--- config.mk ---
export PLATFORM = sky130hd
export DESIGN_NAME = bbr_window
export DESIGN_NICKNAME = d
export VERILOG_FILES = /design/src/hw/rtl/bbr_pkg.sv /design/src/hw/rtl/bbr_window.sv
export SDC_FILE = /design/constraint.sdc
export NUM_CORES = 1
export LEC_CHECK = 0
export BUFFER_PORTS_ARGS = -buffer_cell sky130_fd_sc_hd__buf_2
export CORE_ASPECT_RATIO = 2
export CORE_MARGIN = 2
export CORE_UTILIZATION = 59
export CTS_CLUSTER_SIZE = 28
export DETAILED_ROUTE_END_ITERATION = 16
export PLACE_DENSITY_LB_ADDON = 0.2
export SYNTH_ARGS = -nofsm -noshare
export SYNTH_HDL_FRONTEND = slang
export SYNTH_SLANG_ARGS = --single-unit
--- constraint.sdc ---
create_clock -name clock -period 25.5 [get_ports clock]
set_input_delay 2.55 -clock clock [delete_from_list [all_inputs] [get_ports clock]]
set_output_delay 2.55 -clock clock [all_outputs]
set_load 0.1 [all_outputs]
--- src/hw/rtl/bbr_pkg.sv ---
// ----------------------------------------------------------------------------
// bbr_pkg
// Shared types, constants and helpers of the 3x3 box blur.
// ----------------------------------------------------------------------------
package bbr_pkg;

   // Frame limits (defaults of the top-level parameters)
   localparam int MAX_WIDTH_DEF  = 2048;
   localparam int MAX_HEIGHT_DEF = 2048;

   // Configuration registers
   localparam int          CFG_W          = 12;
   localparam int          CSR_ADDR_W     = 3;
   localparam int          CSR_DATA_W     = 32;
   localparam logic [0:0]  REG_IMG_WIDTH  = 1'b0;
   localparam logic [0:0]  REG_IMG_HEIGHT = 1'b1;
   localparam logic [CFG_W-1:0] WIDTH_RST  = CFG_W'(640);
   localparam logic [CFG_W-1:0] HEIGHT_RST = CFG_W'(480);

   // Item kinds
   localparam logic KIND_PIXEL = 1'b0;
   localparam logic KIND_DRAIN = 1'b1;

   // Pixel packing: red [23:16], green [15:8], blue [7:0]
   localparam int PIX_W   = 24;
   localparam int CHAN_W  = 8;
   localparam int NCHAN   = 3;
   localparam int CSUM_W  = 10;   // three 8-bit values
   localparam int WSUM_W  = 12;   // nine 8-bit values

   localparam logic [CHAN_W-1:0] ALPHA_OPAQUE = 8'd255;

   // floor(s * 7282 / 2^16) == floor(s / 9) for every s up to 9 * 255
   localparam logic [13:0] RECIP_9 = 14'd7282;

   // Per-item position flags, worked out when the item arrives
   typedef struct packed {
      logic use_above;   // row two above lies inside the frame
      logic use_mid;     // row above lies inside the frame
      logic use_cur;     // arriving row lies inside the frame
      logic col_first;   // item arrives at column zero
      logic emit;        // item releases a result
      logic last;        // result closes the frame
   } pos_type;

   function automatic logic [CHAN_W-1:0] div9(input logic [WSUM_W-1:0] s);
      logic [25:0] p;
      p = 26'(s) * 26'(RECIP_9);
      return p[23:16];
   endfunction

endpackage

--- src/hw/rtl/bbr_window.sv ---
// ----------------------------------------------------------------------------
// bbr_window
// Sliding 3x3 window held as per-channel column sums, and the mean of the
// window divided by nine.
// ----------------------------------------------------------------------------
module bbr_window (
   input  logic                       clock,
   input  logic                       reset,
   input  logic                       advance,
   input  bbr_pkg::pos_type           pos,
   input  logic [bbr_pkg::PIX_W-1:0]  above_pix,
   input  logic [bbr_pkg::PIX_W-1:0]  mid_pix,
   input  logic [bbr_pkg::PIX_W-1:0]  cur_pix,
   output logic [bbr_pkg::CHAN_W-1:0] mean_red,
   output logic [bbr_pkg::CHAN_W-1:0] mean_green,
   output logic [bbr_pkg::CHAN_W-1:0] mean_blue
);
   import bbr_pkg::*;

   // Two newest column sums per channel; index 0 is blue
   logic [CSUM_W-1:0] colm_ff [NCHAN];
   logic [CSUM_W-1:0] colm_in [NCHAN];
   logic [CSUM_W-1:0] coln_ff [NCHAN];
   logic [CSUM_W-1:0] coln_in [NCHAN];
   logic [CSUM_W-1:0] col_sum [NCHAN];
   logic [WSUM_W-1:0] win_sum [NCHAN];
   logic [CHAN_W-1:0] mean   [NCHAN];

   // Sum the arriving column and the window, per channel
   always_comb begin
      for (int k = 0; k < NCHAN; k++) begin
         col_sum[k] = (pos.use_above ? CSUM_W'(above_pix[k*CHAN_W +: CHAN_W]) : '0)
                    + (pos.use_mid   ? CSUM_W'(mid_pix[k*CHAN_W +: CHAN_W])   : '0)
                    + (pos.use_cur   ? CSUM_W'(cur_pix[k*CHAN_W +: CHAN_W])   : '0);
         win_sum[k] = WSUM_W'(colm_ff[k]) + WSUM_W'(coln_ff[k])
                    + (pos.col_first ? '0 : WSUM_W'(col_sum[k]));
         mean[k]    = div9(win_sum[k]);
         // At column zero the window restarts with the new column alone
         colm_in[k] = pos.col_first ? '0 : coln_ff[k];
         coln_in[k] = col_sum[k];
      end
   end

   // Shift the window on each advancing item
   always_ff @(posedge clock) begin
      if (reset) begin
         for (int k = 0; k < NCHAN; k++) begin
            colm_ff[k] <= '0;
            coln_ff[k] <= '0;
         end
      end else if (advance) begin
         for (int k = 0; k < NCHAN; k++) begin
            colm_ff[k] <= colm_in[k];
            coln_ff[k] <= coln_in[k];
         end
      end
   end

   assign mean_red   = mean[2];
   assign mean_green = mean[1];
   assign mean_blue  = mean[0];

endmodule

=== After elaboration in Yosys (flattened, before gate mapping) ===
Memories as Yosys holds them, arrays and structs flattened.
Index checks and enable logic that the tools add are counted.

* Multipliers: 3
* Bitwise logic cells: 6
* Mux-type cells: 26
* Add/sub/neg operators: 12

{| class="wikitable"
|+ Operator list
! operator !! number
|-
| $mux 10 || 12
|-
| $mux 8 || 9
|-
| $mul 12x12->23 const B || 3
|-
| $add 11x10->12 || 3
|-
| $add 10x10->11 || 3
|-
| $add 9x8->10 || 3
|-
| $add 8x8->9 || 3
|-
| $or 1x1->1 || 6
|-
| $mux 1 || 5
|}

* Bits of input ports: 81
* Output and inout port bits: 24
* Register bits after elaboration: 0
* Memories kept: 2
* Bits in writable memories: 60
* Word-level logic and storage cells: 49

{| class="wikitable"
|+ Memory list
! memory !! depth !! width !! read ports !! clocked after Yosys merged registers in !! wr ports !! RTL line !! source
|-
| colm_ff || 3 || 10 || 3 || 0 || 3 || bbr_window.sv:21 || <nowiki>logic [CSUM_W-1:0] colm_ff [NCHAN];</nowiki>
|-
| coln_ff || 3 || 10 || 3 || 0 || 3 || bbr_window.sv:23 || <nowiki>logic [CSUM_W-1:0] coln_ff [NCHAN];</nowiki>
|}

=== Depth between registers and ports, before layout ===
* Depth after elaboration: 6
* Mapped depth: 36
* Gate-level depth less buffers: 35

=== Worst setup path before layout ===
OpenSTA, ideal clock, no wires.

* Path type: input -> output
* Start: input port pos[3] (netlist bit)
* End: output port mean_green[5] (netlist bit)
* Path buffers: 1
* Required time: 22.950 ns
* Data arrival time: 12.289 ns
* Setup slack: 10.661 ns
* Stages: 34
* Path through: clkbuf_1 -> nand2_1 -> fa_1 -> inv_1 -> fa_1 -> a21o_1 -> a21oi_1 -> nor2b_1 -> o21a_1 -> nor2_1 -> xor2_1 -> nor2_1 -> fa_1 -> ha_1 -> inv_1 -> o21bai_1 -> a21oi_1 -> xnor2_1 -> fa_1 -> ha_1 -> inv_1 -> fa_1 -> inv_1 -> fa_1 -> inv_1 -> fa_1 -> inv_1 -> ha_1 -> a211oi_1 -> nand2_1 -> a211oi_2 -> o31ai_4 -> a41oi_2 -> a21boi_0

* Word-level cells in the longest chain between the ends: 5

{| class="wikitable"
|+ Ends and longest elaborated chain
! what !! RTL line !! source
|-
| start, declared || bbr_window.sv:10 || <nowiki>input bbr_pkg::pos_type pos,</nowiki>
|-
| $mux 8 || bbr_window.sv:34 || <nowiki>+ (pos.use_cur ? CSUM_W'(cur_pix[k*CHAN_W +: CHAN_W]) : '0);</nowiki>
|-
| $add 9x8->10 || bbr_window.sv:34 ||
|-
| $mux 10 || bbr_window.sv:36 || <nowiki>+ (pos.col_first ? '0 : WSUM_W'(col_sum[k]));</nowiki>
|-
| $add 11x10->12 || bbr_window.sv:36 ||
|-
| $mul 12x12->23 || bbr_pkg.sv:48 || <nowiki>p = 26'(s) * 26'(RECIP_9);</nowiki>
|-
| end, declared || bbr_window.sv:15 || <nowiki>output logic [bbr_pkg::CHAN_W-1:0] mean_green,</nowiki>
|}

Every way passes these cells.

=== Worst setup path after layout ===
* Start: input port pos[5] (netlist bit)
* End: output port mean_red[6] (netlist bit)

* Word-level cells in the longest chain between the ends: 6

{| class="wikitable"
|+ Ends and longest elaborated chain
! what !! RTL line !! source
|-
| $mux 8 || bbr_window.sv:32 || <nowiki>col_sum[k] = (pos.use_above ? CSUM_W'(above_pix[k*CHAN_W +: CHAN_W]) : '0)</nowiki>
|-
| $add 8x8->9 || bbr_window.sv:33 || <nowiki>+ (pos.use_mid ? CSUM_W'(mid_pix[k*CHAN_W +: CHAN_W]) : '0)</nowiki>
|-
| $add 9x8->10 || bbr_window.sv:34 ||
|-
| $mux 10 || bbr_window.sv:36 ||
|-
| $add 11x10->12 || bbr_window.sv:36 ||
|-
| $mul 12x12->23 || bbr_pkg.sv:48 ||
|-
| end, declared || bbr_window.sv:14 || <nowiki>output logic [bbr_pkg::CHAN_W-1:0] mean_red,</nowiki>
|}

Every way passes these cells.

==> flow_metrics.py <==
metrics = {
    "die": {
        "die_x_um": 104,
        "die_h_um": 204,
        "core_area_um2": 19700,
        "start_util": 0.597,
        "ios": 105,
        "num_rows": 73,
        "die_area_um2": 21200,
    },
    "clocking": {
        "cts_buffers": 9,
        "htreeDepth": 3,
        "cts_hold_buffers": 0,
        "postCtsSetupRepairBufs": 0,
        "cts.clk_slew.worst_paths_ps": 60,
        "cts_tree": "done",
        "cts_root_buffer": "clkbuf_16",
        "cts_resized": 0,
        "clock_tree.buffer_depth": 2,
        "clk_latency_ps": 340,
        "clkSinkCount": 60,
    },
    "outcome": {
        "outcome": "complete, no violations",
    },
    "layout": {
        "register_area_um2": 1800,
        "area_delta_synth_final_pct": 9.33,
        "fin_nets": 1774,
        "fillers": 1715,
        "drive_above_1_share": 0.108,
        "multi_input_area_um2": 9000,
    },
    "place": {
        "place.gp.congestion": 1.02,
        "hpwlAfterDp_um": 22100,
        "port_buffers": 102,
    },
    "setup_path": {
        "crit_required_ps": 22950,
        "rr_worst_depth": 1,
        "cp-end-kind": "output pin",
        "slowest_delay_ps": 590,
        "crit_top_cell": "fa_1",
        "start_kind": "input port",
        "timing_worst_setup_path_type": "input port to output pin",
        "critPathArrivalTime_ps": 12130,
        "cp_max_fo": 24,
        "crit_path_top_delay_cell": "xnor2_1",
    },
    "logic_synthesis": {
        "synth.cells.most_frequent": "inv_1, ha_1, fa_1, nand2_1, edfxtp_1",
        "ys_types": 54,
        "synth_nets": 1672,
        "syn_avg_cell_area_um2": 9.80,
        "netlist_area_um2": 11800,
        "synth_top_area_cell": "ha_1",
        "synth-edff-count": 60,
        "yosys_warnings": 0,
        "seq_area_frac_synth": 0.153,
        "synthTopCellsByArea": "ha_1, fa_1, edfxtp_1",
        "synth_cells": 1203,
        "ys_ff_latch": 60,
        "async_flop_share": 0,
        "synth.most_common_cell": "inv_1",
        "synth.top_cell.area_share": 0.260,
        "synth_top_flop_cell": "edfxtp_1",
    },
    "route": {
        "post_drt_wl_per_cell_um": 15.7,
        "drt-initial-drc-count": 273,
        "vias": 8328,
        "vias_per_cell": 5.29,
        "routed_wl_um": 24800,
        "ant_nets": 0,
        "firstDrtPassIters": 6,
        "drc_errors": 0,
    },
    "flow_run": {
        "maxCapViolCount": 0,
    },
    "grt": {
        "antenna_found_initial": 3,
        "track_usage": 0.251,
        "grt_overflow": 0,
        "grt_pass1_wl_um": 41600,
        "grt_pass1_vias": 9277,
        "grt_max_degree": 61,
    },
    "timing": {
        "worstMarginPinSlew_ps": 1000,
        "finalCritPeriodShare": 0.576,
        "rsz0062_at_grt": "false",
        "fmax_ghz": 0.0681,
        "setup_tns_ps": 0,
        "worst_clock_skew_ps": 4.42,
        "setup_viol": 0,
        "slew_headroom": 0.332,
        "hold_violations": 0,
        "min_period_ps": 14680,
        "drv_slew": 0,
    },
    "min_path": {
        "min_path_type": "flop to flop",
        "hold_depth": 1,
    },
}
==> metrics by stage <==
step / utilization / cells / setup slack [ps] / hold slack [ps] / cell area, um^2
after detailed placement: 0.639 / 1556 / 10770 / 589 / 12600
after global placement: 0.639 / 1556 / 10780 / 577 / 12600
after floorplan: - / 1203 / 10660 / 564 / 11800
after global routing: 0.653 / 1575 / 10260 / 623 / 12900
after CTS: 0.653 / 1572 / 10740 / 608 / 12900
final: 0.653 / 1575 / 10820 / 601 / 12900
==> layout by cell type, fill, tap and decap left out, types with 5 or more instances in the layout <==
cell and instances:
nor3_1 14, xnor2_1 54, ha_1 245, nand2_1 84, nand3_1 5, buf_2 102
a21o_1 24, inv_1 247, nor2b_1 18, o21bai_1 18, o21a_1 7, and2_1 57
fa_1 143, edfxtp_1 60, nor2_1 56, a21oi_1 49, clkbuf_16 9, o21ai_0 15
or3_1 5, xor2_1 25, nand2b_1 7
==> layer usage <==
layer,track usage,vias to the layer above,routed length (um)
li1,-,4124,-
met4,0.132,0,1280
met1,0.228,4008,8180
met5,0,-,0
met2,0.531,136,14900
met3,0.0159,60,401
==> worst paths after layout <==
path                           startpoint                            to  slack (ps)
max                                pos[5]                   mean_red[6]       10820
min          coln_ff[0][21]$_SDFFCE_PN0P_  colm_ff[0][21]$_SDFFCE_PP0P_         600
min reg2reg  coln_ff[0][21]$_SDFFCE_PN0P_  colm_ff[0][21]$_SDFFCE_PP0P_         600
max reg2reg   coln_ff[0][1]$_SDFFCE_PN0P_   colm_ff[0][1]$_SDFFCE_PP0P_       24660
==> state kept, by name, summed over array words and instances (netlist names) <==
signal and count:
coln_ff 30, colm_ff 30
==> cell families (layout without fill, tap and decap cells) <==
family	count (synthesis)	after routing	synth area share
flops	60	60	0.153
simple gates	260	260	0.107
mux	6	6	0.00531
other cells	0	3	0
fa+ha+maj	388	388	0.503
compound gates	147	147	0.0893
buf+inv	263	370	0.0837
xor+xnor	79	79	0.0587
==> layout make-up <==
class	count	share of cell area
timing repair buffer	106	0.0419
clock inverter	7	0.00408
inverter	248	0.0722
multi-input combinational	880	0.698
tap	262	0.0254
clock buffer	9	0.0175
sequential	60	0.140
antenna	3	0.000583
==> critical path, delay by kind of cell <==
family | cells | cell delay, ps
adders and majority gates | 11 | 4650
AOI/OAI and AO/OA | 12 | 2510
buffers and inverters | 7 | 1140
xor gates and xnor gates | 3 | 970
and+or+nand+nor | 2 | 310
Power is not shown: default switching activity piles up to over one toggle a cycle in this logic, so the estimate is an artifact.
