`config.mk`:
```
export PLATFORM = sky130hd
export DESIGN_NAME = bbr_ram
export DESIGN_NICKNAME = d
export VERILOG_FILES = /design/src/hw/rtl/bbr_ram.sv
export SDC_FILE = /design/constraint.sdc
export NUM_CORES = 1
export LEC_CHECK = 0
export BUFFER_PORTS_ARGS = -buffer_cell sky130_fd_sc_hd__buf_2
export CELL_PAD_IN_SITES_DETAIL_PLACEMENT = 1
export CELL_PAD_IN_SITES_GLOBAL_PLACEMENT = 1
export CORE_MARGIN = 2
export CORE_UTILIZATION = 45
export DETAILED_ROUTE_END_ITERATION = 10
export PLACE_DENSITY = 0.72
export SYNTH_ARGS = -nofsm -noshare
export SYNTH_HDL_FRONTEND = slang
export SYNTH_SLANG_ARGS = --single-unit
```
`constraint.sdc`:
```
create_clock -name clock -period 2.3 [get_ports clock]
set_clock_uncertainty 0.1 [all_clocks]
set_input_delay 0.46 -clock clock [delete_from_list [all_inputs] [get_ports clock]]
set_output_delay 0.46 -clock clock [all_outputs]
set_load 0.005 [all_outputs]
```
`src/hw/rtl/bbr_ram.sv`:
```
// ----------------------------------------------------------------------------
// bbr_ram
// Generic single-write, single-read RAM with registered, read-first output.
// ----------------------------------------------------------------------------
module bbr_ram #(
   parameter int WIDTH = 8,
   parameter int DEPTH = 16,
   localparam int ADDR_W = (DEPTH > 1) ? $clog2(DEPTH) : 1
) (
   input  logic              clock,
   input  logic              wr_en,
   input  logic [ADDR_W-1:0] wr_addr,
   input  logic [WIDTH-1:0]  wr_data,
   input  logic              rd_en,
   input  logic [ADDR_W-1:0] rd_addr,
   output logic [WIDTH-1:0]  rd_data
);

   logic [WIDTH-1:0] mem_ff [DEPTH];
   logic [WIDTH-1:0] rd_data_ff;

   // Write port
   always_ff @(posedge clock) begin
      if (wr_en) begin
         mem_ff[wr_addr] <= wr_data;
      end
   end

   // Registered read, hold while not enabled
   always_ff @(posedge clock) begin
      if (rd_en) begin
         rd_data_ff <= mem_ff[rd_addr];
      end
   end

   assign rd_data = rd_data_ff;

endmodule

```
Word level (Yosys, flattened, before mapping)
Memories as Yosys holds them, arrays and structs flattened. A register that Yosys moved wholly into a read port is not among the register bits.
Cells that the tools add are included.
{ "word_totals": {"n_memories": 1, "out_inout_bits": 8, "wordCells": 3, "mem_bits_rw": 128, "regBits": 0, "in_bits": 19} }
{ "classes": {"muxes": 2} }
{ "mem_list": {"columns": ["name", "depth", "word_bits", "rd", "rd_ports_with_merged_regs", "write_ports", "line", "rtl"], "rows": [
  ["mem_ff", 16, 8, 1, 1, 1, "19", "logic [WIDTH-1:0] mem_ff [DEPTH];"]
]} }
{ "op_table": {"columns": ["op", "count"], "rows": [
  ["1-bit two-way mux", 2]
]} }

Longest topological paths before layout
Gate-level depths: netlist of the first run.
{ "logic_depth": {"depth_word": 2, "mapped_depth": 5, "depth_no_buf": 3} }

Worst setup path before layout of the first run
OpenSTA, ideal clock, no wires.
{ "synth_timing": {"path_type": "input-to-reg", "from": "input wr_addr[2]", "to": "memory mem_ff[0][0] (enable)", "path_buffers": 0, "required_ps": 1817, "stages": 2, "arrival_time_ps": 1570, "slack_ps": 247, "path_cell_list": "or3b_2 nor3_1"} }
{ "synth_rtl": {"columns": ["item", "line", "rtl"], "rows": [
  ["start, declared", "12", "input logic [ADDR_W-1:0] wr_addr,"],
  ["end, declared", "19", null]
]} }
Straight into the memory's write port.

==> results by stage, run 1 <==
Global routing:
- The most used routing layer in global routing is met2.
- Global routing used 4.52% of the available met3 tracks.
- The total congestion overflow is 0.
- The initial antenna violation count is 0.
- The met2 routing resource usage after global routing is 28.3%.
- The wire length of the first global-routing pass is 16.2 mm.
- Across every metal layer, demand over resource in global routing totals 18.3%.
- For met1 alone, demand over resource in global routing was 25.4%.
- Entering global routing, the biggest net connects 33 pins.
- The number of global-route vias before repair is 2653.

Setup path:
- The startpoint type of the worst setup path is an input port.
- In this run the critical register-to-register path is launched from mem_ff[9][5].
- For the worst setup path, the data arrival time is 1820 ps.
- The most critical setup path has its startpoint at rd_addr[0].
- The worst setup path is of the in -> reg kind.
- The worst setup path is captured at a register.
- The critical path required time is 2360 ps.
- The top fanout value on the critical path is 18.

Synth:
- In the post-synthesis netlist, the biggest area contributors are sky130_fd_sc_hd__edfxtp_1 78%, sky130_fd_sc_hd__mux4_2 7.8%, sky130_fd_sc_hd__mux4_1 7.0%.
- The combinational family with the most area after synthesis is multiplexers.
- The post-synthesis share of cell area spent on xor and xnor gates is 0%.
- The mapped cell area is 0.00523 mm^2.
- Dividing the synthesized area by the synthesized cell count gives 22.8 um^2.
- In this run, synthesis produced a sequential element count of 136.
- The synthesized net count is 248.
- Yosys printed 0 warnings.
- Summing the areas of all and, or, nand and nor instances in the mapped netlist gives 3.14% of the synthesized area.
- The post-synthesis mux area share is 14.8%.
- The arithmetic-cell share of the synthesized area counting full adders, half adders and majority gates is 0%.
- For this run, the register share of the synthesized area comes to 78.1%.
- The distinct cell type count after synthesis is 18.
- The share of Yosys cell area claimed by the top area cell type is 78.1%.
- The synthesized netlist devotes 2.30% of its cell area to compound gates.
- Synthesis handed over a netlist of 229 instances.
- The largest total area in the synthesized netlist belongs to sky130_fd_sc_hd__edfxtp_1.

Pwr:
- The power per standard cell area is 949 mW/mm^2.
- The internal power component is 4820 uW.
- The share of power burned in registers is 47.2%.
- The highest ir drop seen on vdd is 0.526 mV.
- The power spent charging and discharging nets is 1140 uW.
- Of the total power, combinational logic draws 4.3%.
- The clock network power share is 48.6%.
- For this design the static power due to leakage is 0.00214 uW.
- The switching share of power is 19.2%.

Floorplanning:
- The core box area is 0.0114 mm^2.
- In this run the core area contains 39 standard-cell rows.
- The die covers 0.0125 mm^2.
- Measured along the y axis, the die boundary spans 112 um.
- The initial utilization of the core area, before any placement, comes to 46.0%.
- 27 I/O pins were placed.
- The die boundary width is 112 um.

STA:
- The final period demand of the worst path is 1760 ps.
- The final setup violation count is 0.
- After layout, the worst path uses 76.7% of the clock period.
- The sum of negative setup slack is 0 ps.
- The total count of hold-check failures in the final report came to 0.
- The relative slew slack is 73.0%.
- Setup repair after global routing left no endpoint under its margin.
- The maximum operating frequency is 567 MHz.
- The transition time at the pin with the least slew margin is 404 ps.
- The number of max-slew violations in the final report is 0.

Cells and area:
- The most common cell after layout, fill and taps aside is sky130_fd_sc_hd__edfxtp_1.
- The number of antenna diodes in the final layout is 0.
- The layout cell share with drive strength beyond 1 is 32.2%.
- In the layout the commonest cells are 136 x sky130_fd_sc_hd__edfxtp_1, 26 x sky130_fd_sc_hd__buf_2, 18 x sky130_fd_sc_hd__mux4_2, 18 x sky130_fd_sc_hd__buf_4, 17 x sky130_fd_sc_hd__clkbuf_16.
- Cells fill 55.2% of the core in the end.
- The final layout contains 304 nets.
- The layout-stage area growth over the synthesis result is 20.1%.

Clocking:
- The number of gates resized after cts is 0.
- CTS saw 136 sinks.
- The register clock-pin slew on the reported worst setup and hold paths is 60 ps.
- The number of CTS-inserted buffers is 17.
- The number of buffers between clock root and the deepest sink is 2.
- The H-tree level count is 4.
- Once the clock tree was built, the setup fixing pass inserted 0 buffers.
- TritonCTS built the clock tree.
- For the worst-skew pair, the clock arrives at the later sink with an insertion delay of 410 ps.
- The cell sitting at the root of the clock tree is a sky130_fd_sc_hd__clkbuf_16.
- The number of hold buffers added after CTS was 0.

Drt:
- Wires add up to 10.6 mm.
- In this run, the number of DRC markers left after iteration 0 of detailed routing was 217.
- The final routed DRC violation total is 0.
- The iteration count of the initial detailed-routing pass is 4.
- After detailed routing, the number of vias per cell comes to 5.65.
- The wire length per cell is 24.0 um.
- The number of nets still failing antenna checks after routing is 0.
- The final route contains 2493 vias.

Placement:
- Routability-driven placement finished with a final weighted congestion of 0.683.
- The number of I/O port buffers is 26.
- Detailed placement ended at an HPWL of 6.50 mm.

Job:
- Max-cap violations in this run came to 0.

Worst hold path:
- The critical hold path startpoint is wr_data[5].
- In this run the worst hold path is classified as in -> reg.

Run status:
- The run finished with clean final reports.
==> registers in the layout (all words and copies together), names as in the netlist <==
register,cells
mem_ff,128
rd_data,8
==> Yosys cell counts <==
cell,number
sky130_fd_sc_hd__edfxtp_1,136
sky130_fd_sc_hd__mux4_2,18
sky130_fd_sc_hd__a22oi_1,16
sky130_fd_sc_hd__mux4_1,14
sky130_fd_sc_hd__nor2_1,13
sky130_fd_sc_hd__nand2_1,9
sky130_fd_sc_hd__nor3_1,4
sky130_fd_sc_hd__buf_2,3
sky130_fd_sc_hd__buf_6,3
sky130_fd_sc_hd__clkdlybuf4s25_2,3
sky130_fd_sc_hd__nand2b_1,2
sky130_fd_sc_hd__nand3b_1,2
sky130_fd_sc_hd__and2_1,1
sky130_fd_sc_hd__and2b_1,1
sky130_fd_sc_hd__buf_4,1
sky130_fd_sc_hd__nand3_1,1
sky130_fd_sc_hd__nor2b_1,1
sky130_fd_sc_hd__or3b_2,1
==> final timing paths <==
kind | to | depth (start not counted) | slack [ps]
worst min register to register | rd_data[3] | 3 | 660
worst min-delay path | mem_ff[0][5] | 1 | 340
worst max register to register | rd_data[5] | 3 | 670
worst max-delay path | rd_data[2] | 5 | 540
==> metal layers <==
layer	routed length, um	vias to the layer above	part of all wire [%]
met5	0	-	0
met4	114	0	1.1
met3	643	9	6.1
met2	5280	91	50
met1	4530	1302	43
li1	-	1091	-
==> layout make-up <==
| type | instances | area, um^2 |
|---|---|---|
| clock buffer | 18 | 429 |
| clock inverter | 14 | 205 |
| tap | 143 | 179 |
| multi-input combinational | 83 | 1060 |
| sequential | 136 | 4080 |
| timing repair buffer | 47 | 325 |
| fill | 993 | 5090 |
==> power groups by stage <==
stage | registers (uW) | clock network (uW) | logic (uW)
floorplan | 2860 | 0 | 141
global placement | 2860 | 0 | 254
detailed placement | 2860 | 0 | 260
CTS | 2810 | 2940 | 261
global route | 2810 | 3020 | 282
finish | 2810 | 2900 | 255
==> cell families after synthesis <==
kind of cell           after synthesis
flip-flops                         136
buffers and inverters               10
AO/OA/AOI/OAI                       16
multiplexers                        32
AND/OR/NAND/NOR                     35
==> through the flow <==
stage	setup WS, ps	power, uW	cell area (um^2)	hold slack [ps]	std cells
CTS	552	6020	6280	320	441
global placement	125	3110	5650	629	409
global route	441	6120	6280	330	441
finish	537	5960	6280	336	441
floorplan	247	3000	5230	459	229
detailed placement	105	3120	5650	650	409
==> worst max-delay path, stage by stage <==
cell and delay [ps]:
sky130_fd_sc_hd__buf_2 180, sky130_fd_sc_hd__buf_12 210, sky130_fd_sc_hd__mux4_1 570, sky130_fd_sc_hd__a22oi_1 290, sky130_fd_sc_hd__nand2_1 100
(Power assumes the default switching activity.)
==> run 2, diff against run 1 <==
Settings changed: ABC_AREA set to 1, PLACE_DENSITY 0.72 to 0.78.
Clock period 2.3 ns to 1.85 ns, I/O delays scaled along.
==> results by stage, run 2 <==
Run status:
- The flow ran to the end, and the final reports show no timing, DRC or antenna violations.

Floorplanning:
- The die covers 0.0139 mm^2.
- The core box area is 0.0127 mm^2.
- During I/O placement, the number of pins put on the boundary was 27.
- The chip height is 118 um.
- The effective utilization at floorplan is 46.1%.
- After floorplanning, the core was divided into 41 placement rows.
- In this run the horizontal extent of the chip is 118 um.

Cells and area:
- The post-layout net count is 614.
- In the final layout, the multi-input gates occupy 0.00121 mm^2.
- mem_ff holds more flip-flops than any other register.
- The number of fill cells is 1389.
- The antenna diode count is 0.
- Leaving out fill and tap cells, the most frequent cell in the layout is sky130_fd_sc_hd__nand2_1.
- From synthesis to final layout, the design area changed by 17.1%.
- Cells fill 54.0% of the core in the end.
- The layout cell share with drive strength beyond 1 is 13.0%.
- The cell area after layout is 0.00685 mm^2.
- In the layout the commonest cells are 173 x sky130_fd_sc_hd__nand2_1, 136 x sky130_fd_sc_hd__edfxtp_1, 100 x sky130_fd_sc_hd__inv_1.
- The flip-flop count of the largest register after layout is 128.
- The register area is 0.00408 mm^2.

Drt:
- In this run the remaining antenna-violating nets after routing total 0.
- In the final routing, the length of wire on met1 measures 6.98 mm.
- In the routed design, unresolved DRC markers number 0.
- In this run the top signal layer used is met4.
- The routed wire length is 16.9 mm.
- The vias per cell is 5.30.
- The iteration count of the initial detailed-routing pass is 5.
- The wire length on met3 is 1.03 mm.
- The total vias in the final route is 4132.
- The met2 wirelength from detailed routing is 8.32 mm.
- The detailed router finished its first iteration with 428 violations.
- The wire length per cell is 21.6 um.

Job:
- Across the run, the number of max-cap violations was 0.

Clocking:
- After clock tree synthesis, the clock-pin slew on the worst setup and hold paths is 60 ps.
- The clock sink total is 136.
- The clock network latency to the later pin of the worst-skew pair is 420 ps.
- The H-tree level count is 4.
- The number of gates resized after CTS was 0.
- No sink is reached through more buffers than the 2 on the longest clock path.
- The number of buffers inserted by hold repair at cts is 0.
- The tree is rooted in a sky130_fd_sc_hd__clkbuf_16.
- The clock tree from TritonCTS is built.
- The number of clock buffers added by TritonCTS is 17.
- The number of buffers added for setup after CTS is 0.

Setup path:
- STA classifies the critical path startpoint as a register.
- Along the worst path, the maximum fanout reaches 1.
- The slowest stage of the critical path belongs to the cell sky130_fd_sc_hd__edfxtp_1.
- The endpoint of the most critical register-to-register path is rd_data[7].
- The kind of end point of the critical path is an output port.
- The critical path ends at rd_data[3].
- The critical setup path kind is reg -> out.
- In this run the register-to-register setup slack is 500 ps.
- The signal on the critical path passes through buf_2.
- The depth of the worst register-to-register path is 6.
- Counting both buffers and inverters, the worst setup path holds a total of 1.
- The highest cell delay on the worst timing path is 430 ps.
- The arrival time at the worst endpoint is 1000 ps.
- In this run the number of cells on the critical path is 1.
- The worst setup path startpoint is rd_data[3].
- The origin of the critical flop-to-flop path is mem_ff[14][7].
- The kind of cell adding the most delay to the critical path is flip-flops.
- The critical path required time is 1380 ps.

Pwr:
- The share of total power dissipated in the clock network is 47.3%.
- The highest ir drop seen on vdd is 0.582 mV.
- The power spent charging and discharging nets is 1670 uW.
- Of the total power, combinational logic draws 6.1%.
- In this run, flip-flops and latches consume 46.6% of the power.
- The final total power is 7500 uW.
- For this design the static power due to leakage is 0.00295 uW.
- The power per standard cell area is 1100 mW/mm^2.
- In this run switching power makes up 22.3% of total power.
- Cell internal power was estimated by the tool at 5830 uW.

Placement:
- Routability-driven placement finished with a final weighted congestion of 0.806.
- The HPWL after detailed placement is 9.62 mm.
- Input and output buffers added on the ports amount to 26.
- The post-placement cell area is 0.00624 mm^2.
- Before CTS, the worst setup slack after placement is 88.9 ps.

Synth:
- The mapped cell area is 0.00585 mm^2.
- The share of synthesized area in the top cell type comes to 69.8%.
- In the synthesized netlist the async set-or-reset flop fraction comes to 0%.
- After synthesis, the netlist uses 11 different library cells.
- The synthesized area per cell is 10.6 um^2.
- In this run, synthesis produced a sequential element count of 136.
- The cell type with the highest aggregate area in the netlist is sky130_fd_sc_hd__edfxtp_1.
- The Yosys step of the flow raised 0 warnings.
- Counting flops with a built-in enable in the synthesized netlist gives 136.
- Synthesis produced 551 cells.
- The commonest register cell after synthesis is sky130_fd_sc_hd__edfxtp_1.
- The leading cell type by number of instances after synthesis is sky130_fd_sc_hd__nand2_1.
- By count the netlist is led by 173 x sky130_fd_sc_hd__nand2_1, 136 x sky130_fd_sc_hd__edfxtp_1, 100 x sky130_fd_sc_hd__inv_1.
- Ranked by total cell area, the synthesized netlist is headed by sky130_fd_sc_hd__edfxtp_1 70%, sky130_fd_sc_hd__nand2_1 11%, sky130_fd_sc_hd__nand3_1 8.3%.
- The number of nets in the synthesized netlist is 570.
- For this run, the register share of the synthesized area comes to 69.8%.

STA:
- Setup repair after global routing left no endpoint under its margin.
- The maximum operating frequency is 682 MHz.
- Measured against its own limit, the worst slew margin works out to 56.6%.
- After routing, the total negative slack on setup checks comes to 0 ps.
- Dividing the final minimum period by the clock period gives 79.3%.
- The total count of hold-check failures in the final report is 0.
- The final setup violation count is 0.
- For the pin with the worst max-slew slack, the measured transition is 649 ps.
- The setup slack of the critical path after layout is 384 ps.
- The final period demand of the worst path is 1470 ps.
- The number of max-slew violations in the final report is 0.

Global routing:
- The total congestion overflow is 0.
- Entering global routing, the biggest net connects 49 pins.
- The number of global-route vias before repair is 4510.
- The initial antenna violation count is 0.
- The wire length of the first global-routing pass is 26.2 mm.
- Across every metal layer, demand over resource in global routing totals 25.5%.

Worst hold path:
- The classification of the worst-slack hold path is in -> reg.
## run 2: changes by cell type in the layout (fill, tap and decap cells not counted), moves of 2 or more
cell,change
sky130_fd_sc_hd__a22oi_1,-16
sky130_fd_sc_hd__buf_4,+2
sky130_fd_sc_hd__clkinv_1,+3
sky130_fd_sc_hd__clkinv_2,-2
sky130_fd_sc_hd__inv_1,+100
sky130_fd_sc_hd__inv_2,+2
sky130_fd_sc_hd__mux4_1,-14
sky130_fd_sc_hd__mux4_2,-18
sky130_fd_sc_hd__nand2_1,+164
sky130_fd_sc_hd__nand2b_1,-2
sky130_fd_sc_hd__nand3_1,+96
sky130_fd_sc_hd__nor2_1,+4
sky130_fd_sc_hd__nor3_1,-4
## run 2: cell type report
type                            instances  share of cell area [%]
Tap cell                              172                    3.14
Clock inverter                         15                    2.69
Inverter                              102                    5.59
Sequential cell                       136                    59.7
Timing Repair Buffer                   49                    4.97
Clock buffer                           17                    6.21
Multi-Input combinational cell        289                    17.7
## run 2: routing by layer
metal	track usage [%]	vias to the layer above
li1	-	1867
met2	42.0	186
met4	11.5	0
met5	0	-
met3	5.09	36
met1	32.5	2043
## run 2: kinds of logic (layout without fill, tap and decap cells)
logic type	Yosys count	in the layout	synth area share, %
simple gates	289	289	20.8
buf+inv	126	183	9.39
flops	136	136	69.8
## run 2: stage by stage
step                cells  hold slack (ps)
finish                780              231
global route          780              222
CTS                   780              216
detailed placement    748              651
global placement      748              627
floorplan             551              369
## run 2: power by group through the flow
stage / sequential, uW / clock [uW] / combinational, uW
3_3_place_gp: 3560 / 0 / 418
5_1_grt: 3500 / 3670 / 501
2_1_floorplan: 3550 / 0 / 243
6_report: 3500 / 3550 / 458
4_1_cts: 3500 / 3550 / 457
3_5_place_dp: 3560 / 0 / 441
## run 2: worst min path at each step
| stage | start | to | slack [ps] | depth (start not counted) |
|---|---|---|---|---|
| after detailed placement | rd_en | rd_data[4] | 650 | 1 |
| after floorplan | wr_data[0] | mem_ff[0][0] | 370 | 0 |
| after global placement | mem_ff[6][2] | rd_data[2] | 630 | 6 |
| after global routing | rd_en | rd_data[4] | 220 | 1 |
| after CTS | rd_en | rd_data[4] | 220 | 1 |
| final | rd_en | rd_data[4] | 230 | 1 |
