`src/hw/rtl/bbr_pkg.sv`:
```
// ----------------------------------------------------------------------------
// bbr_pkg
// Shared types, constants and helpers of the 3x3 box blur.
// ----------------------------------------------------------------------------
package bbr_pkg;

   // Frame limits (defaults of the top-level parameters)
   localparam int MAX_WIDTH_DEF  = 2048;
   localparam int MAX_HEIGHT_DEF = 2048;

   // Configuration registers
   localparam int          CFG_W          = 12;
   localparam int          CSR_ADDR_W     = 3;
   localparam int          CSR_DATA_W     = 32;
   localparam logic [0:0]  REG_IMG_WIDTH  = 1'b0;
   localparam logic [0:0]  REG_IMG_HEIGHT = 1'b1;
   localparam logic [CFG_W-1:0] WIDTH_RST  = CFG_W'(640);
   localparam logic [CFG_W-1:0] HEIGHT_RST = CFG_W'(480);

   // Item kinds
   localparam logic KIND_PIXEL = 1'b0;
   localparam logic KIND_DRAIN = 1'b1;

   // Pixel packing: red [23:16], green [15:8], blue [7:0]
   localparam int PIX_W   = 24;
   localparam int CHAN_W  = 8;
   localparam int NCHAN   = 3;
   localparam int CSUM_W  = 10;   // three 8-bit values
   localparam int WSUM_W  = 12;   // nine 8-bit values

   localparam logic [CHAN_W-1:0] ALPHA_OPAQUE = 8'd255;

   // floor(s * 7282 / 2^16) == floor(s / 9) for every s up to 9 * 255
   localparam logic [13:0] RECIP_9 = 14'd7282;

   // Per-item position flags, worked out when the item arrives
   typedef struct packed {
      logic use_above;   // row two above lies inside the frame
      logic use_mid;     // row above lies inside the frame
      logic use_cur;     // arriving row lies inside the frame
      logic col_first;   // item arrives at column zero
      logic emit;        // item releases a result
      logic last;        // result closes the frame
   } pos_type;

   function automatic logic [CHAN_W-1:0] div9(input logic [WSUM_W-1:0] s);
      logic [25:0] p;
      p = 26'(s) * 26'(RECIP_9);
      return p[23:16];
   endfunction

endpackage

```
`src/hw/rtl/bbr_position.sv`:
```
// ----------------------------------------------------------------------------
// bbr_position
// Column and row counters of the arriving item, frame size clamping and the
// per-item window flags.
// ----------------------------------------------------------------------------
module bbr_position #(
   parameter int MAX_WIDTH  = bbr_pkg::MAX_WIDTH_DEF,
   parameter int MAX_HEIGHT = bbr_pkg::MAX_HEIGHT_DEF,
   localparam int COL_W = (MAX_WIDTH > 1) ? $clog2(MAX_WIDTH) : 1
) (
   input  logic                     clock,
   input  logic                     reset,
   input  logic [bbr_pkg::CFG_W-1:0] cfg_width,
   input  logic [bbr_pkg::CFG_W-1:0] cfg_height,
   input  logic                     restart,
   input  logic                     advance,
   output logic [COL_W-1:0]         col_addr,
   output bbr_pkg::pos_type         pos
);
   import bbr_pkg::*;

   localparam int ROW_W = $clog2(MAX_HEIGHT + 2);
   localparam int WD_W  = $clog2(MAX_WIDTH + 1);
   localparam int HD_W  = $clog2(MAX_HEIGHT + 1);

   logic [COL_W-1:0] col_ff, col_in;
   logic [ROW_W-1:0] row_ff, row_in;
   logic [WD_W-1:0]  w_eff;
   logic [HD_W-1:0]  h_eff;
   logic [31:0]      w_wide, h_wide, row_wide, h_plus1, col_plus1;
   logic             row_wrap;

   // Clamp frame size to one .. maximum
   always_comb begin
      w_wide = 32'(cfg_width);
      h_wide = 32'(cfg_height);
      if (w_wide == 32'd0) begin
         w_eff = WD_W'(1);
      end else if (w_wide > 32'(MAX_WIDTH)) begin
         w_eff = WD_W'(MAX_WIDTH);
      end else begin
         w_eff = WD_W'(w_wide);
      end
      if (h_wide == 32'd0) begin
         h_eff = HD_W'(1);
      end else if (h_wide > 32'(MAX_HEIGHT)) begin
         h_eff = HD_W'(MAX_HEIGHT);
      end else begin
         h_eff = HD_W'(h_wide);
      end
   end

   // Window flags of the arriving item
   always_comb begin
      row_wide      = 32'(row_ff);
      h_plus1       = 32'(h_eff) + 32'd1;
      pos.use_above = (row_wide >= 32'd2) && (row_wide < h_plus1 + 32'd1);
      pos.use_mid   = (row_wide >= 32'd1) && (row_wide < h_plus1);
      pos.use_cur   = row_wide < 32'(h_eff);
      pos.col_first = col_ff == '0;
      pos.emit      = pos.col_first ? (row_wide >= 32'd2) : (row_wide >= 32'd1);
      pos.last      = pos.col_first && (row_wide >= h_plus1);
   end

   // Advance the raster position
   always_comb begin
      col_plus1 = 32'(col_ff) + 32'd1;
      row_wrap  = col_plus1 >= 32'(w_eff);
      col_in    = col_ff;
      row_in    = row_ff;
      if (restart) begin
         col_in = '0;
         row_in = '0;
      end else if (advance) begin
         if (pos.last) begin
            col_in = '0;
            row_in = '0;
         end else if (row_wrap) begin
            col_in = '0;
            row_in = row_ff + ROW_W'(1);
         end else begin
            col_in = COL_W'(col_plus1);
         end
      end
   end

   always_ff @(posedge clock) begin
      if (reset) begin
         col_ff <= '0;
         row_ff <= '0;
      end else begin
         col_ff <= col_in;
         row_ff <= row_in;
      end
   end

   assign col_addr = col_ff;

endmodule

```
`config.mk`:
```
export PLATFORM = sky130hd
export DESIGN_NAME = bbr_position
export DESIGN_NICKNAME = d
export VERILOG_FILES = /design/src/hw/rtl/bbr_pkg.sv /design/src/hw/rtl/bbr_position.sv
export SDC_FILE = /design/constraint.sdc
export NUM_CORES = 1
export LEC_CHECK = 0
export BUFFER_PORTS_ARGS = -buffer_cell sky130_fd_sc_hd__buf_4
export CAP_MARGIN = 20
export CORE_MARGIN = 2
export CORE_UTILIZATION = 45
export DETAILED_ROUTE_END_ITERATION = 8
export GPL_TIMING_DRIVEN = 0
export PLACE_DENSITY = 0.66
export SETUP_SLACK_MARGIN = 0.3
export SLEW_MARGIN = 20
export SYNTH_ARGS = -nofsm -noshare
export SYNTH_HDL_FRONTEND = slang
export SYNTH_SLANG_ARGS = --single-unit
```
`constraint.sdc`:
```
create_clock -name clock -period 8.8 [get_ports clock]
set_input_delay 2.2 -clock clock [delete_from_list [all_inputs] [get_ports clock]]
set_output_delay 2.2 -clock clock [all_outputs]
set_load 0.02 [all_outputs]
```
# Word-level counts from Yosys, hierarchy flattened
# Cells that the tools add are included.
# totals
ff_bits	23
latchBits	0
ramBits	0
rom_bits	0
n_memories	0
# classes
n_addsub	4
mul	0
div_mod_pow	0
magnitude_cmp	9
eq_ne	0
shifts	0
n_mux	9
bitwise_logic	0
reduce_logical	9
# ops
cell	count
$mux W12	6
$gt A12 B12 Y1 const B	2
$logic_not A12 Y1	2
$mux W11	2
$add A13 B1 Y14 const B	1
$lt A12 B14 Y1	1
$add A12 B1 Y13 const B	1
$ge A12 B13 Y1	1
$lt A12 B13 Y1	1
$add A11 B1 Y12 const B	1
$add A12 B1 Y12 const B	1
$ge A12 B1 Y1 const B	1
$ge A12 B12 Y1	1
$ge A12 B2 Y1 const B	1
$lt A12 B12 Y1	1
$logic_not A11 Y1	1
$logic_and A1 B1 Y1	3
$reduce_and A2 Y1	1
$reduce_bool A2 Y1	1
$reduce_or A2 Y1	1
$mux W1	1

# Longest topological paths before layout
# Gate-level depths: netlist of run 1.
# depth
ltp_word	8
depth_mapped	19
depth_no_buf	16

# Worst setup path before layout of run 1
# OpenSTA, ideal clock, no wires.
# synth_timing
path_kind	input-to-output
from	input port cfg_height[11] (netlist name)
to	output port pos[5] (netlist name)
t_arrival_ns	5.465
setup_slack_ns	1.135
stages	17
n_path_buf	2
cell_sequence	clkbuf_1 > inv_1 > clkbuf_1 > nand2_1 > inv_1 > ha_1 > nand3_1 > or3_1 > a22o_1 > or3b_2 > nor2_1 > nand2_1 > o21a_1 > ha_1 > nand2_1 > nand3b_1 > a31oi_1
# synth_lines
item	line	rtl
from (decl)	bbr_position.sv:14	input logic [bbr_pkg::CFG_W-1:0] cfg_height,
to (decl)	bbr_position.sv:18	output bbr_pkg::pos_type pos

==> flow_summary.json, run 1 <==
{
  "crit_start": "cfg_height[3]",
  "syn_area_sq_um": 2950,
  "cpLargestDelayFamily": "simple AND/OR/NAND/NOR gates",
  "yosys_warnings": 0,
  "ant_nets": 0,
  "route.detailed.drc": 0,
  "synth_top_family_by_area": "simple AND/OR/NAND/NOR gates",
  "synth.area.mux_share": 0.00382,
  "crit_chain": "buf_4, nor4_1, a31oi_1, nor2_1, ha_1, nand3_1, or3_1, a22o_1, ha_1, and4_1, nand3_1, or4b_4, a41oi_4, buf_4",
  "worstHoldPathType": "flop to flop",
  "met2_wirelength_mm": 3.41,
  "synthSimpleGateAreaFrac": 0.304,
  "crit_path_end": "pos[0]",
  "rows": 29,
  "synth_area_per_cell_sq_um": 7.51,
  "cts_sinks": 23,
  "ys_seq_area_frac": 0.156,
  "drt_iter0_drc": 133,
  "r2r-start": "col_addr[0]$_SDFFE_PP0P_",
  "skew_ns": 0.0122,
  "fmax_mhz": 122,
  "ir_drop_mv": 0.0627,
  "synth_cells": 392,
  "drive_above_1_share": 0.136,
  "grt_max_degree": 14,
  "synthTopCellsByCount": "ha_1 (55), nand2_1 (51), nand3_1 (28)",
  "routed_wirelength_mm": 7.75,
  "antenna_cells": 0,
  "cts_tree": "yes",
  "dp_hpwl_mm": 6.22,
  "synth_cell_type_count": 46,
  "fin_total_pwr_w": 0.000239,
  "top_layer_used": "met4",
  "tightest_slew_ns": 0.653,
  "worst-path-stages": 14,
  "rr_worst_depth": 15,
  "crit_required_ns": 6.60,
  "min_period_ns": 8.19,
  "die_w_um": 84.9,
  "port_buffers": 44,
  "grt_overflow": 0,
  "finalWeightedCongestion": 0.845,
  "clk_pin_slew_ns": 0.10,
  "slew_headroom": 0.553,
  "via_per_inst": 5.86,
  "vias": 3029,
  "synth-compound-area-share": 0.183,
  "synth-edff-count": 0,
  "htree_levels": 1,
  "dr_wl_met3_um": 412,
  "cts_root_buffer": "clkbuf_8",
  "clock_path_buffers": 2,
  "setup_violations": 0,
  "antenna_found_initial": 0,
  "hold_violations": 0,
  "rsz0062_at_grt": "no",
  "synth_fa_ha_area_frac": 0.234,
  "core_sq_um": 6350,
  "maxSlewViolCount": 0,
  "max_stage_delay_ns": 0.54,
  "stdcell_count": 517,
  "synth_xor_area_frac": 0.0773,
  "grt.total_usage": 0.216,
  "yosys.area.top_type": "ha_1",
  "maxCapViolations": 0,
  "routedWlPerCell_um": 15.0,
  "area_growth_pct": 16.1,
  "fin_nets": 524,
  "yosysTopAreaCellShare": 0.234,
  "first_pass_iters": 4,
  "cts_buffers": 3,
  "grt_pass1_wl_mm": 12.8,
  "grt_pass1_vias": 2735,
  "ys_top_cells_by_area": "ha_1 (23%), dfxtp_1 (16%), nand2_1 (6.5%)",
  "worstSetupPathType": "primary input to output pin",
  "path_max_fanout": 9,
  "fp.dieH_um": 84.9,
  "ys_ff_latch": 23,
  "clock_latency_ns": 0.28,
  "p_per_area_nw_per_um2": 69.9,
  "crit_arrival_ns": 5.99,
  "synth_top_flop_cell": "dfxtp_1",
  "critPathSlowestCell": "or4b_4",
  "crit_buf_inv": 2,
  "setup_tns_ns": 0,
  "synth_nets": 475,
  "io_pins": 45,
  "nFillCells": 626,
  "worst_hold_slack_ns": 0.524,
  "synthArstFlopShare": 0,
  "synth_most_common_cell": "ha_1",
  "r2r_end": "col_addr[10]$_SDFFE_PP0P_",
  "status": "finished clean",
  "min_period_over_period": 0.931,
  "critPathLaunchType": "primary input",
  "routedLengthMet1_mm": 3.87,
  "dp.cells": 513,
  "start_util": 0.464,
  "critPathCaptureType": "output pin",
  "die_area_sq_um": 7210,
  "ff2ff_setup_slack_ns": 5.07,
  "static-leakage-power_nw": 1.55
}
==> power by group <==
part	internal, W	switching [W]
clock	0.0000318	0.0000383
sequential	0.000104	0.000000481
combinational	0.0000273	0.0000366
==> stage by stage <==
step	worst slack [ns]	util	instance area [sq um]
floorplan	1.14	-	2950
global placement	0.476	0.531	3370
detailed placement	0.464	0.531	3370
CTS	0.459	0.538	3420
global route	0.318	0.539	3420
finish	0.607	0.539	3420
==> cell families after synthesis <==
group / after synthesis
AND/OR/NAND/NOR: 172
XOR/XNOR: 26
adder cells (fa/ha/maj): 55
AO/OA/AOI/OAI: 83
buffers and inverters: 32
flip-flops: 23
multiplexers: 1
==> state kept, by name, indices dropped and copies added (netlist names) <==
name / flops
row_ff: 12
col_addr: 11
==> area by class of cell <==
type	count	area (sq um)	area share
clock inverter	1	5.00	0.00146
tap	77	96.3	0.0282
inverter	19	71.3	0.0209
multi-input combinational	337	2360	0.691
sequential	23	460	0.135
clock buffer	3	41.3	0.0121
timing repair buffer	44	330	0.0966
buffer	13	52.6	0.0154
==> placed cells by master, fill, tap and decap left out, types with 3 or more instances in the layout <==
cell / netlist / layout
a21o_1: 9 / 9
a21oi_1: 26 / 26
a31oi_1: 5 / 5
and3_1: 10 / 10
and4_1: 3 / 3
buf_4: 0 / 44
clkbuf_1: 11 / 10
clkbuf_8: 0 / 3
dfxtp_1: 23 / 23
ha_1: 55 / 55
inv_1: 18 / 18
nand2_1: 51 / 51
nand2b_1: 3 / 3
nand3_1: 28 / 28
nand4_1: 8 / 8
nand4b_1: 4 / 4
nor2_1: 23 / 23
nor2b_1: 4 / 4
nor3_1: 4 / 4
nor4_1: 13 / 13
nor4b_1: 3 / 3
o21a_1: 7 / 7
o21ai_0: 18 / 18
o31ai_1: 3 / 3
or2_2: 3 / 3
or3_1: 7 / 7
xnor2_1: 14 / 14
xor2_1: 12 / 12
==> layer usage <==
layer / GRT usage / vias up
li1: - / 1535
met1: 0.319 / 1416
met2: 0.340 / 73
met3: 0.0253 / 5
met4: 0.0418 / 0
met5: 0 / -
==> how the worst min path moves through the flow <==
stage	startpoint	to	slack, ns	cells after the start
2_1_floorplan	row_ff[0]$_SDFFE_PP0P_	row_ff[0]$_SDFFE_PP0P_	0.51	2
3_3_place_gp	col_addr[1]$_SDFFE_PP0P_	col_addr[1]$_SDFFE_PP0P_	0.51	2
3_5_place_dp	col_addr[1]$_SDFFE_PP0P_	col_addr[1]$_SDFFE_PP0P_	0.52	2
4_1_cts	col_addr[1]$_SDFFE_PP0P_	col_addr[1]$_SDFFE_PP0P_	0.53	2
5_1_grt	col_addr[9]$_SDFFE_PP0P_	col_addr[9]$_SDFFE_PP0P_	0.56	2
6_report	col_addr[1]$_SDFFE_PP0P_	col_addr[1]$_SDFFE_PP0P_	0.52	2
==> worst register-to-register path: cells and delay by family (launching register included) <==
family                     cells  cell delay [ns]
AOI/OAI and AO/OA              5             0.88
DFF                            1             0.43
xor gates and xnor gates       1             0.17
and+or+nand+nor                5             1.07
buffers and inverters          2             0.53
adders and majority gates      2             0.60
==> timing repair <==
item                       CTS  global route
gates resized for setup      0             2
buffers inserted             0             0
hold buffers                 0             0
setup endpoints to repair    0             2
(Power assumes the default switching activity.)
==> inputs of run 2 (changes only) <==
==> constraint.sdc (replaced) <==
create_clock -name clock -period 8.3 [get_ports clock]
set_input_delay 2.075 -clock clock [delete_from_list [all_inputs] [get_ports clock]]
set_output_delay 2.075 -clock clock [all_outputs]
set_load 0.02 [all_outputs]
==> flow_summary.json, run 2 (synthesis gave the netlist of run 1 again) <==
{
  "fp.dieH_um": 84.9,
  "drt_iter0_drc": 129,
  "tightest_slew_ns": 0.677,
  "dp_hpwl_mm": 6.22,
  "rsz0062_at_grt": "no",
  "clk_pin_slew_ns": 0.10,
  "core_sq_um": 6350,
  "pre_cts_ws_ns": 0.214,
  "layout_common_cells": "ha_1 (55), nand2_1 (51), buf_4 (46)",
  "cts_root_buffer": "clkbuf_8",
  "area_growth_pct": 17.2,
  "critPathLaunchType": "primary input",
  "maxSlewViolCount": 0,
  "slew_headroom": 0.537,
  "vias": 3029,
  "max_stage_delay_ns": 0.50,
  "dr_wl_met3_um": 413,
  "routed_wirelength_mm": 7.81,
  "min_period_ns": 7.71,
  "ant_nets": 0,
  "critPathCaptureType": "output pin",
  "grt_pass1_vias": 2735,
  "cts_buffers": 3,
  "die_w_um": 84.9,
  "worstSetupPathType": "primary input to output pin",
  "routedLengthMet1_mm": 3.91,
  "grt_overflow": 0,
  "static-leakage-power_nw": 1.56,
  "p_per_area_nw_per_um2": 73.5,
  "io_pins": 45,
  "rr_worst_depth": 15,
  "ff2ff_setup_slack_ns": 4.57,
  "holdPathEnd": "col_addr[1]$_SDFFE_PP0P_",
  "r2r-start": "col_addr[0]$_SDFFE_PP0P_",
  "first_pass_iters": 4,
  "setup_tns_ns": 0,
  "holdPathStages": 2,
  "antenna_cells": 0,
  "critPathSlowestCell": "or3b_2",
  "clock_path_buffers": 2,
  "die_area_sq_um": 7210,
  "antenna_found_initial": 0,
  "finalWeightedCongestion": 0.845,
  "start_util": 0.464,
  "layout_commonest_cell": "ha_1",
  "grt.total_usage": 0.216,
  "fmax_mhz": 130,
  "worstHoldPathType": "flop to flop",
  "min_period_over_period": 0.930,
  "status": "finished clean",
  "route.detailed.drc": 0,
  "grt_max_degree": 14,
  "crit_arrival_ns": 5.64,
  "crit_required_ns": 6.23,
  "clock_latency_ns": 0.28,
  "drive_above_1_share": 0.147,
  "setup_violations": 0,
  "via_per_inst": 5.84,
  "top_layer_used": "met4",
  "routedWlPerCell_um": 15.0,
  "grt_pass1_wl_mm": 12.8,
  "cts_tree": "yes",
  "top_register": "row_ff",
  "rows": 29,
  "htree_levels": 1,
  "setup_slack_ns": 0.585,
  "skew_ns": 0.0138,
  "maxCapViolations": 0,
  "worstHoldStart": "col_addr[1]$_SDFFE_PP0P_",
  "fin_nets": 526,
  "largest_reg_flops": 12,
  "crit_chain": "buf_4, clkbuf_1, inv_1, clkbuf_4, nand2_1, inv_1, ha_1, nand3_2, or3_1, a22o_1, or3b_2, nor2_1, xor2_1, ha_1, a21oi_1, o21ai_0, a31oi_1, buf_4",
  "hold_buffers": 0,
  "worst_hold_slack_ns": 0.524,
  "cts_sinks": 23,
  "hold_violations": 0,
  "path_max_fanout": 10,
  "met2_wirelength_mm": 3.44,
  "port_buffers": 44,
  "ir_drop_mv": 0.0660,
  "r2r_end": "col_addr[10]$_SDFFE_PP0P_"
}
-- run 2: cell count changes in the layout (fill, tap and decap cells not counted), sizes merged --
cell,delta
buf,+2
-- run 2: layout make-up --
cell class / instances / area (sq um)
Inverter: 19 / 71.3
Sequential cell: 23 / 460
Multi-Input combinational cell: 337 / 2380
Buffer: 13 / 55.1
Fill cell: 621 / 2900
Timing Repair Buffer: 46 / 345
Clock buffer: 3 / 41.3
Clock inverter: 1 / 5.00
Tap cell: 77 / 96.3
-- run 2: per-layer routing --
layer	vias up	GRT usage
met4	0	0.0418
met3	4	0.0253
met1	1417	0.319
met2	66	0.340
li1	1542	-
met5	-	0
-- run 2: worst max path at each step --
| stage | to | cells after the start | from |
|---|---|---|---|
| 5_1_grt | pos[5] | 19 | cfg_height[11] |
| 3_5_place_dp | pos[0] | 16 | cfg_height[11] |
| 3_3_place_gp | pos[0] | 16 | cfg_height[11] |
| 6_report | pos[5] | 18 | cfg_height[11] |
| 4_1_cts | pos[0] | 14 | cfg_height[3] |
| 2_1_floorplan | pos[5] | 17 | cfg_height[11] |
-- run 2: metrics by stage --
stage          power, W   util  instance area (sq um)  instances
2_1_floorplan  0.000154      -                   2950        392
3_3_place_gp   0.000179  0.531                   3370        513
3_5_place_dp   0.000181  0.531                   3370        513
4_1_cts        0.000254  0.539                   3420        517
5_1_grt        0.000268  0.543                   3450        519
6_report       0.000254  0.543                   3450        519
-- run 2: worst max-delay path: cells and delay by family --
family                   cells  cell delay, ns
AND/OR/NAND/NOR              5            1.26
buffers and inverters        6            0.90
AO/OA/AOI/OAI                4            0.71
XOR/XNOR                     1            0.16
adder cells (fa/ha/maj)      2            0.51
-- run 2: what timing repair did --
action	in CTS	in global routing
endpoints found under the setup margin	1	2
pin swaps	0	1
hold endpoints to repair	0	0
setup buffers	0	2
resized for setup	1	5
-- run 2: power breakdown --
group / switching [W] / total, W / leakage, nW / internal (W)
clock: 0.0000401 / 0.0000737 / 0.0255 / 0.0000336
combinational: 0.0000394 / 0.0000688 / 1.35 / 0.0000294
sequential: 0.000000511 / 0.000111 / 0.185 / 0.000111
total: 0.0000800 / 0.000254 / 1.56 / 0.000174
==> inputs of run 3 (changes only) <==
--- a/config.mk
+++ b/config.mk
@@ -5,13 +5,13 @@
 export SDC_FILE = /design/constraint.sdc
 export NUM_CORES = 1
 export LEC_CHECK = 0
+export ABC_AREA = 1
 export BUFFER_PORTS_ARGS = -buffer_cell sky130_fd_sc_hd__buf_4
 export CAP_MARGIN = 20
 export CORE_MARGIN = 2
 export CORE_UTILIZATION = 45
 export DETAILED_ROUTE_END_ITERATION = 8
 export GPL_TIMING_DRIVEN = 0
-export PLACE_DENSITY = 0.66
 export SETUP_SLACK_MARGIN = 0.3
 export SLEW_MARGIN = 20
 export SYNTH_ARGS = -nofsm -noshare
==> flow_summary.json, run 3 <==
{
  "status": "finished clean",
  "cts_sinks": 23,
  "pwr-share-seq": 0.426,
  "critPathLaunchType": "primary input",
  "clock_path_buffers": 2,
  "synth_most_common_cell": "nand2_1",
  "grt.total_usage": 0.227,
  "static-leakage-power_nw": 1.86,
  "htree_levels": 1,
  "ir_drop_mv": 0.0669,
  "io_pins": 45,
  "skew_ns": 0.0111,
  "fin_nets": 647,
  "setup_violations": 0,
  "top_register": "row_ff",
  "min_period_over_period": 0.914,
  "synth_cells": 515,
  "drive_above_1_share": 0.144,
  "cts_root_buffer": "clkbuf_8",
  "grt_use_met1": 0.285,
  "ff2ff_setup_slack_ns": 4.66,
  "antenna_found_initial": 0,
  "largest_reg_flops": 12,
  "yosys_warnings": 0,
  "rsz0062_at_grt": "no",
  "r2r_end": "row_ff[8]$_SDFFE_PP0P_",
  "fmax_mhz": 132,
  "synth_top_flop_cell": "dfxtp_1",
  "max_stage_delay_ns": 0.32,
  "core_sq_um": 7180,
  "synth_area_per_cell_sq_um": 6.40,
  "path_max_fanout": 7,
  "finalWeightedCongestion": 0.962,
  "ys_ff_latch": 23,
  "slew_headroom": 0.368,
  "internal_power_w": 0.000175,
  "setup_tns_ns": 0,
  "area_growth_pct": 15.3,
  "die_w_um": 89.6,
  "holdPathStages": 2,
  "clock_latency_ns": 0.27,
  "syn_area_sq_um": 3300,
  "fp.dieH_um": 89.6,
  "worstHoldStart": "col_addr[9]$_SDFFE_PP0P_",
  "grt_max_degree": 14,
  "busiest_layer": "met2",
  "layout_commonest_cell": "nand2_1",
  "start_util": 0.460,
  "maxSlewViolCount": 0,
  "dp_hpwl_mm": 7.29,
  "rr_worst_depth": 17,
  "swShare": 0.332,
  "yosys.area.top_type": "ha_1",
  "dp.cells": 658,
  "pwr-share-clk": 0.275,
  "route.detailed.drc": 0,
  "holdPathEnd": "col_addr[9]$_SDFFE_PP0P_",
  "min_period_ns": 7.59,
  "tightest_slew_ns": 0.939,
  "maxCapViolations": 0,
  "yosysTopAreaCellShare": 0.209,
  "ys_seq_area_frac": 0.140,
  "fin_total_pwr_w": 0.000261,
  "synth_cell_type_count": 34,
  "synthTopCellsByCount": "nand2_1 (130), inv_1 (63), ha_1 (55)",
  "grt_pass1_wl_mm": 14.5,
  "crit_arrival_ns": 5.51,
  "grt_pass1_vias": 3168,
  "layout_common_cells": "nand2_1 (130), inv_1 (63), ha_1 (54)",
  "vias": 3382,
  "crit_chain": "buf_4, nor2_1, nand2_1, nor2_2, nand2_2, nand2_4, inv_1, nor2_1, ha_2, nand3_1, nor2_1, nand3b_1, xor2_1, ha_1, nand3_1, nor3_1, o21ai_1, nand3_1, nand2_1, inv_1, buf_4",
  "first_pass_iters": 4,
  "port_buffers": 44,
  "routedWlPerCell_um": 13.1,
  "use_met2": 0.409,
  "grt_overflow": 0,
  "switchingPower_w": 0.0000869,
  "via_per_inst": 5.11,
  "cts_buffers": 3,
  "die_area_sq_um": 8030,
  "ant_nets": 0,
  "stdcell_count": 662,
  "cts_tree": "yes",
  "p_comb_frac": 0.298,
  "worst_hold_slack_ns": 0.505,
  "synthArstFlopShare": 0,
  "grt_use_met3": 0.0210,
  "clk_pin_slew_ns": 0.08,
  "worstHoldPathType": "flop to flop",
  "hold_buffers": 0,
  "ys_top_cells_by_area": "ha_1 (21%), nand2_1 (15%), dfxtp_1 (14%)",
  "critPathSlowestCell": "ha_2",
  "rows": 31,
  "r2r-start": "col_addr[0]$_SDFFE_PP0P_",
  "worstSetupPathType": "primary input to output pin",
  "routed_wirelength_mm": 8.64,
  "synth_nets": 598,
  "synth-edff-count": 0,
  "p_per_area_nw_per_um2": 68.8,
  "antenna_cells": 0,
  "hold_violations": 0,
  "crit_required_ns": 6.23,
  "critPathCaptureType": "output pin",
  "drt_iter0_drc": 97
}
## run 3: cell types whose count changed after synthesis, moves of 9 or more
cell / delta
inv_1: +45
a21oi_1: +14
nand2_1: +79
a21o_1: -9
nor3_1: +9
xnor2_1: -10
and3_1: -10
nand2_2: +9
o21ai_0: -10
nor2_1: +25
nor2_2: +9
xor2_1: +10
## run 3: worst max-delay path by stage
stage,start,endpoint,slack [ns]
after global placement,cfg_height[8],pos[5],0.71
after CTS,cfg_height[8],pos[0],0.68
after floorplan,cfg_height[8],pos[5],1.14
after detailed placement,cfg_height[8],pos[5],0.68
final,cfg_height[8],pos[0],0.71
after global routing,cfg_height[8],pos[5],0.34
## run 3: cell type report
type                    count  area [sq um]
plain buffers               5          36.3
clock buffers               3          41.3
clock inverters             1          5.00
fillers                   744          3370
inverters                  66           248
multi-input cells         421          2560
flip-flops and latches     23           460
well taps                  99           124
repair buffers             44           330
## run 3: worst max-delay path, delay by kind of cell
family,cells,cell delay (ns)
AO/OA/AOI/OAI,1,0.15
XOR/XNOR,1,0.19
adder cells (fa/ha/maj),2,0.62
buffers and inverters,4,0.46
AND/OR/NAND/NOR,13,1.99
## run 3: logic make-up (layout without fill, tap and decap cells)
group / after synthesis / in the layout / synth area share
simple gates: 278 / 278 / 0.390
buf+inv: 71 / 119 / 0.0861
compound gates: 60 / 60 / 0.0990
fa+ha+maj: 55 / 55 / 0.209
xor+xnor: 27 / 27 / 0.0740
flops: 23 / 23 / 0.140
mux: 1 / 1 / 0.00304
## run 3: stage by stage
stage | util | area, sq um | setup WS [ns]
floorplan | - | 3300 | 1.14
global placement | 0.523 | 3750 | 0.715
detailed placement | 0.523 | 3750 | 0.682
CTS | 0.529 | 3800 | 0.677
global route | 0.530 | 3800 | 0.339
finish | 0.530 | 3800 | 0.715
## run 3: power by group through the flow
| stage | registers (W) | logic (W) | clock network (W) |
|---|---|---|---|
| 2_1_floorplan | 0.000114 | 0.0000495 | 0 |
| 3_5_place_dp | 0.000114 | 0.0000780 | 0 |
| 4_1_cts | 0.000112 | 0.0000784 | 0.0000745 |
| 6_report | 0.000111 | 0.0000780 | 0.0000720 |
| 3_3_place_gp | 0.000114 | 0.0000767 | 0 |
| 5_1_grt | 0.000112 | 0.0000891 | 0.0000781 |
## run 3: routing by layer
metal  vias up  wire length [um]
li1       1804                 -
met1      1506              4140
met2        62              4100
met3        10               257
met4         0               140
met5         -                 0
## run 3: timing repair
action                     CTS  global route
setup endpoints to repair    0             2
buffers inserted             0             0
gates resized for setup      0             1
